==> src/hdl/rrb_pkg.sv <==
// shared types and fixed field widths for the receive reorder buffer
package rrb_pkg;

  // fixed widths of the event fields
  localparam int SEQ_PORT_W = 7;
  localparam int TAG_W      = 7;
  localparam int LEN_W      = 16;

  // controller to datapath commands
  typedef struct packed {
    logic capture;    // take the input transfer into the item register
    logic hold_wr;    // write the item into its holding slot
    logic pass_load;  // load the item into the output register as is
    logic rd_en;      // read a holding slot
    logic rd_next;    // read the slot after the expected one
    logic emit_load;  // load the slot just read into the output register
  } rrb_cmd_t;

  // datapath to controller status
  typedef struct packed {
    logic trunc;      // item was cut short
    logic ordered;    // item carries a sequence
    logic drop;       // outside the window or already held
    logic expected;   // item sequence equals the expected one
    logic run_end;    // slot after the expected one is empty
    logic out_free;   // output register can take a result this cycle
  } rrb_stat_t;

endpackage

==> src/hdl/rrb_ctrl.sv <==
// controller state machine for the receive reorder buffer
module rrb_ctrl (
  input  logic                clk,
  input  logic                rst_n,
  input  logic                in_valid,
  output logic                in_stall,
  input  rrb_pkg::rrb_stat_t  stat,
  output rrb_pkg::rrb_cmd_t   cmd
);

  localparam logic [1:0] S_IDLE   = 2'd0;
  localparam logic [1:0] S_DECIDE = 2'd1;
  localparam logic [1:0] S_READ   = 2'd2;
  localparam logic [1:0] S_EMIT   = 2'd3;

  logic [1:0] state_r;
  logic [1:0] state_nxt;

  assign in_stall = (state_r != S_IDLE);

  // next state and commands
  always_comb begin
    state_nxt = state_r;
    cmd       = '0;
    case (state_r)
      S_IDLE: begin
        if (in_valid) begin
          cmd.capture = 1'b1;
          state_nxt   = S_DECIDE;
        end
      end
      S_DECIDE: begin
        if (stat.trunc) begin
          state_nxt = S_IDLE;
        end else if (!stat.ordered) begin
          if (stat.out_free) begin
            cmd.pass_load = 1'b1;
            state_nxt     = S_IDLE;
          end
        end else if (stat.drop) begin
          state_nxt = S_IDLE;
        end else begin
          cmd.hold_wr = 1'b1;
          state_nxt   = stat.expected ? S_READ : S_IDLE;
        end
      end
      S_READ: begin
        cmd.rd_en = 1'b1;
        state_nxt = S_EMIT;
      end
      S_EMIT: begin
        if (stat.out_free) begin
          cmd.emit_load = 1'b1;
          if (stat.run_end) begin
            state_nxt = S_IDLE;
          end else begin
            cmd.rd_en   = 1'b1;
            cmd.rd_next = 1'b1;
          end
        end
      end
      default: begin
        state_nxt = S_IDLE;
      end
    endcase
  end

  // state register
  always_ff @(posedge clk) begin
    if (!rst_n) begin
      state_r <= S_IDLE;
    end else begin
      state_r <= state_nxt;
    end
  end

  // an expected held item always starts a drain
  assert property (@(posedge clk) disable iff (!rst_n)
    (cmd.hold_wr && stat.expected) |=> state_r == S_READ)
    else $error("expected item held without a drain");

  // every slot read is followed by a cycle that can emit it
  assert property (@(posedge clk) disable iff (!rst_n)
    cmd.rd_en |=> state_r == S_EMIT)
    else $error("slot read outside a drain");

endmodule

==> config.mk <==
export PLATFORM = sky130hd
export DESIGN_NAME = rrb_ctrl
export DESIGN_NICKNAME = d
export VERILOG_FILES = /design/src/hdl/rrb_pkg.sv /design/src/hdl/rrb_ctrl.sv
export SDC_FILE = /design/constraint.sdc
export NUM_CORES = 1
export LEC_CHECK = 0
export BUFFER_PORTS_ARGS = -buffer_cell sky130_fd_sc_hd__buf_2
export CORE_AREA = 3 3 40 42
export CTS_BUF_LIST = sky130_fd_sc_hd__clkbuf_16
export DETAILED_ROUTE_END_ITERATION = 8
export DIE_AREA = 0 0 43 45
export PLACE_DENSITY = 0.4
export SLEW_MARGIN = 25
export SYNTH_ARGS = -nofsm -noshare
export SYNTH_HDL_FRONTEND = slang
export SYNTH_SLANG_ARGS = --single-unit
==> constraint.sdc <==
create_clock -name clk -period 1.03 [get_ports clk]
set_input_delay 0.309 -clock clk [delete_from_list [all_inputs] [get_ports clk]]
set_output_delay 0.309 -clock clk [all_outputs]
set_load 0.01 [all_outputs]
==> run_results.csv <==
group,metric,value,unit
status,outcome,"complete, but fails checks",
status,violations,"negative setup slack",
floorplanning,core,0.00128,mm^2
finish,fin_cells,63,
cts,cts_tree,"yes",
worst_hold_path,hold_start,"stat[2]",
grt,grt_remaining_overflow,0,
grt,grt_use_total,8.13,%
synthesis,syn_nets,30,
cts,cts_hold_buf,0,
placement,dp_slack,-0.156,ns
pwr,p_int,631,uW
detailed_routing,vias_per_cell,3.97,
floorplanning,die_h,45,um
detailed_routing,drt_iter0_drc,2,
timing,period_minus_slack,1.34,ns
timing,worst_clock_skew,0.00217,ns
synthesis,yosys_register_bits,2,
timing,fmax,745,MHz
pwr,seq_power_share,11.4,%
pwr,p_per_area,1660,mW/mm^2
grt,antenna_found_initial,0,
grt,grt_pass1_wl,1.10,mm
critical_path,required,0.72,ns
worst_hold_path,hold_class,"input pin to register",
finish,layout_commonest_cell,"buf_2",
finish,drive_gt1_share,72.9,%
synthesis,ys_seq_area_share,25.2,%
critical_path,cp-start-kind,"register",
cts,cts_buffer_depth,2,
cts,htree_levels,1,
placement,place_inst,59,
timing,finalHoldViolations,0,
pwr,p_leak,0.000218,uW
timing,rsz0062_at_grt,"yes",
critical_path,path_class,"register to output port",
floorplanning,start_util,12.4,%
detailed_routing,ant_nets,0,
timing,tns,-1.88,ns
timing,setup_viol,7,
detailed_routing,drcViolationCount,0,
pwr,vdd_drop_max,1.22,mV
synthesis,synth_cells,21,
synthesis,syn_area_per_cell,7.57,um^2
floorplanning,die_area,0.00194,mm^2
pwr,totalPowerFinal,763,uW
placement,hpwl,488,um
floorplanning,rows,13,
finish,final_cell_mix,"11 x buf_2, 8 x buf_4, 5 x buf_6, 3 x nand2_1, 3 x clkbuf_16",
detailed_routing,firstDrtPassIters,4,
finish,diodes,0,
finish,synthToLayoutAreaGrowth,190,%
floorplanning,boundaryPins,16,
detailed_routing,vias,250,
critical_path,critPathCaptureType,"output port",
synthesis,synth-warning-count,0,
detailed_routing,wl,650,um
pwr,power_frac_clock,75.2,%
critical_path,cp_max_fo,6,
timing,slew_headroom,86.2,%
synthesis,syn_area,159,um^2
cts,root_buffer,"clkbuf_16",
cts,cts_sinks,2,
synthesis,yosysUniqueCellTypes,16,
grt,grt_max_degree,7,
critical_path,cp.arrival,1.03,ns
placement,place_congestion,0.672,
detailed_routing,wl_per_cell,10.3,um
timing,fin_crit_sh,130,%
timing,setup_ws,-0.313,ns
pwr,switching_share,17.2,%
pwr,p_switching,132,uW
timing,tightest_slew,0.206,ns
cts,path_clk_slew,0.03,ns
timing,hold_slack,0.310,ns
pwr,power_frac_comb,13.3,%
finish,fin_nets,59,
grt,grt_pass1_vias,251,
floorplanning,die_w,43,um
placement,io_buffers,15,
job,maxCapViolCount,0,
cts,numCtsBuffers,3,
timing,slew_viol_final,0,
critical_path,timing.rr.start,"state_r[0]",
cts,clk-insertion-delay-late,0.22,ns
## per-layer routing
| metal | vias to the layer above | wire (um) | share of wire (%) | track usage [%] |
|---|---|---|---|---|
| li1 | 133 | - | - | - |
| met1 | 101 | 316 | 49 | 10.3 |
| met2 | 16 | 243 | 37 | 11.1 |
| met3 | 0 | 89 | 14 | 4.78 |
| met4 | 0 | 0 | 0 | 3.61 |
| met5 | - | 0 | 0 | 0 |
## worst max-delay path, cell delays in order, from the launching register on
cell     delay, ns
dfxtp_4       0.36
or2_4         0.28
nor2_4        0.08
buf_6         0.10
## synth_stat cells, drive strengths merged
master  number  area, um^2
a21boi       1        7.51
a21oi        2        10.0
a31o         1        8.76
and3         2        12.5
dfxtp        2        40.0
inv          1        3.75
nand2        3        11.3
nand2b       1        6.26
nand3        1        5.00
nor2         1        3.75
nor2b        1        6.26
nor3         1        5.00
nor4         2        27.5
o21ai        1        5.00
or2          1        6.26
## area by class of cell
type	count	area, um^2
clock buffers	3	75.1
fillers	141	825
inverters	1	3.75
multi-input cells	18	144
flip-flops and latches	2	47.5
well taps	15	18.8
repair buffers	24	171
## power groups by stage
stage	logic [uW]	registers (uW)	clock network (uW)
finish	102	87.2	574
global route	112	88.3	592
CTS	98.4	87.5	581
detailed placement	91.2	91.1	0
global placement	91.7	91.2	0
floorplan	33.2	89.3	0
## kinds of logic after synthesis
family / synth area share [%]
AND/OR/NAND/NOR: 52.8
AO/OA/AOI/OAI: 19.7
flip-flops: 25.2
buffers and inverters: 2.36
## worst paths after layout
check | endpoint | slack, ns | depth (start not counted)
max | cmd[5] | -0.31 | 3
min | register | 0.31 | 2
max reg2reg | register | 0.04 | 4
min reg2reg | state_r[0] | 0.57 | 2
## through the flow
step	instance area, um^2	util [%]
2_1_floorplan	185	-
3_3_place_gp	339	26.4
3_5_place_dp	339	26.4
4_1_cts	450	35.1
5_1_grt	460	35.8
6_report	460	35.8
## what timing repair did
action                                  in CTS  in global routing
pin swaps                                    4                  1
hold endpoints to repair                     0                  0
gates resized for setup                      5                  5
endpoints found under the setup margin       7                  9
setup buffers                                2                  0
(Power assumes the default switching activity.)
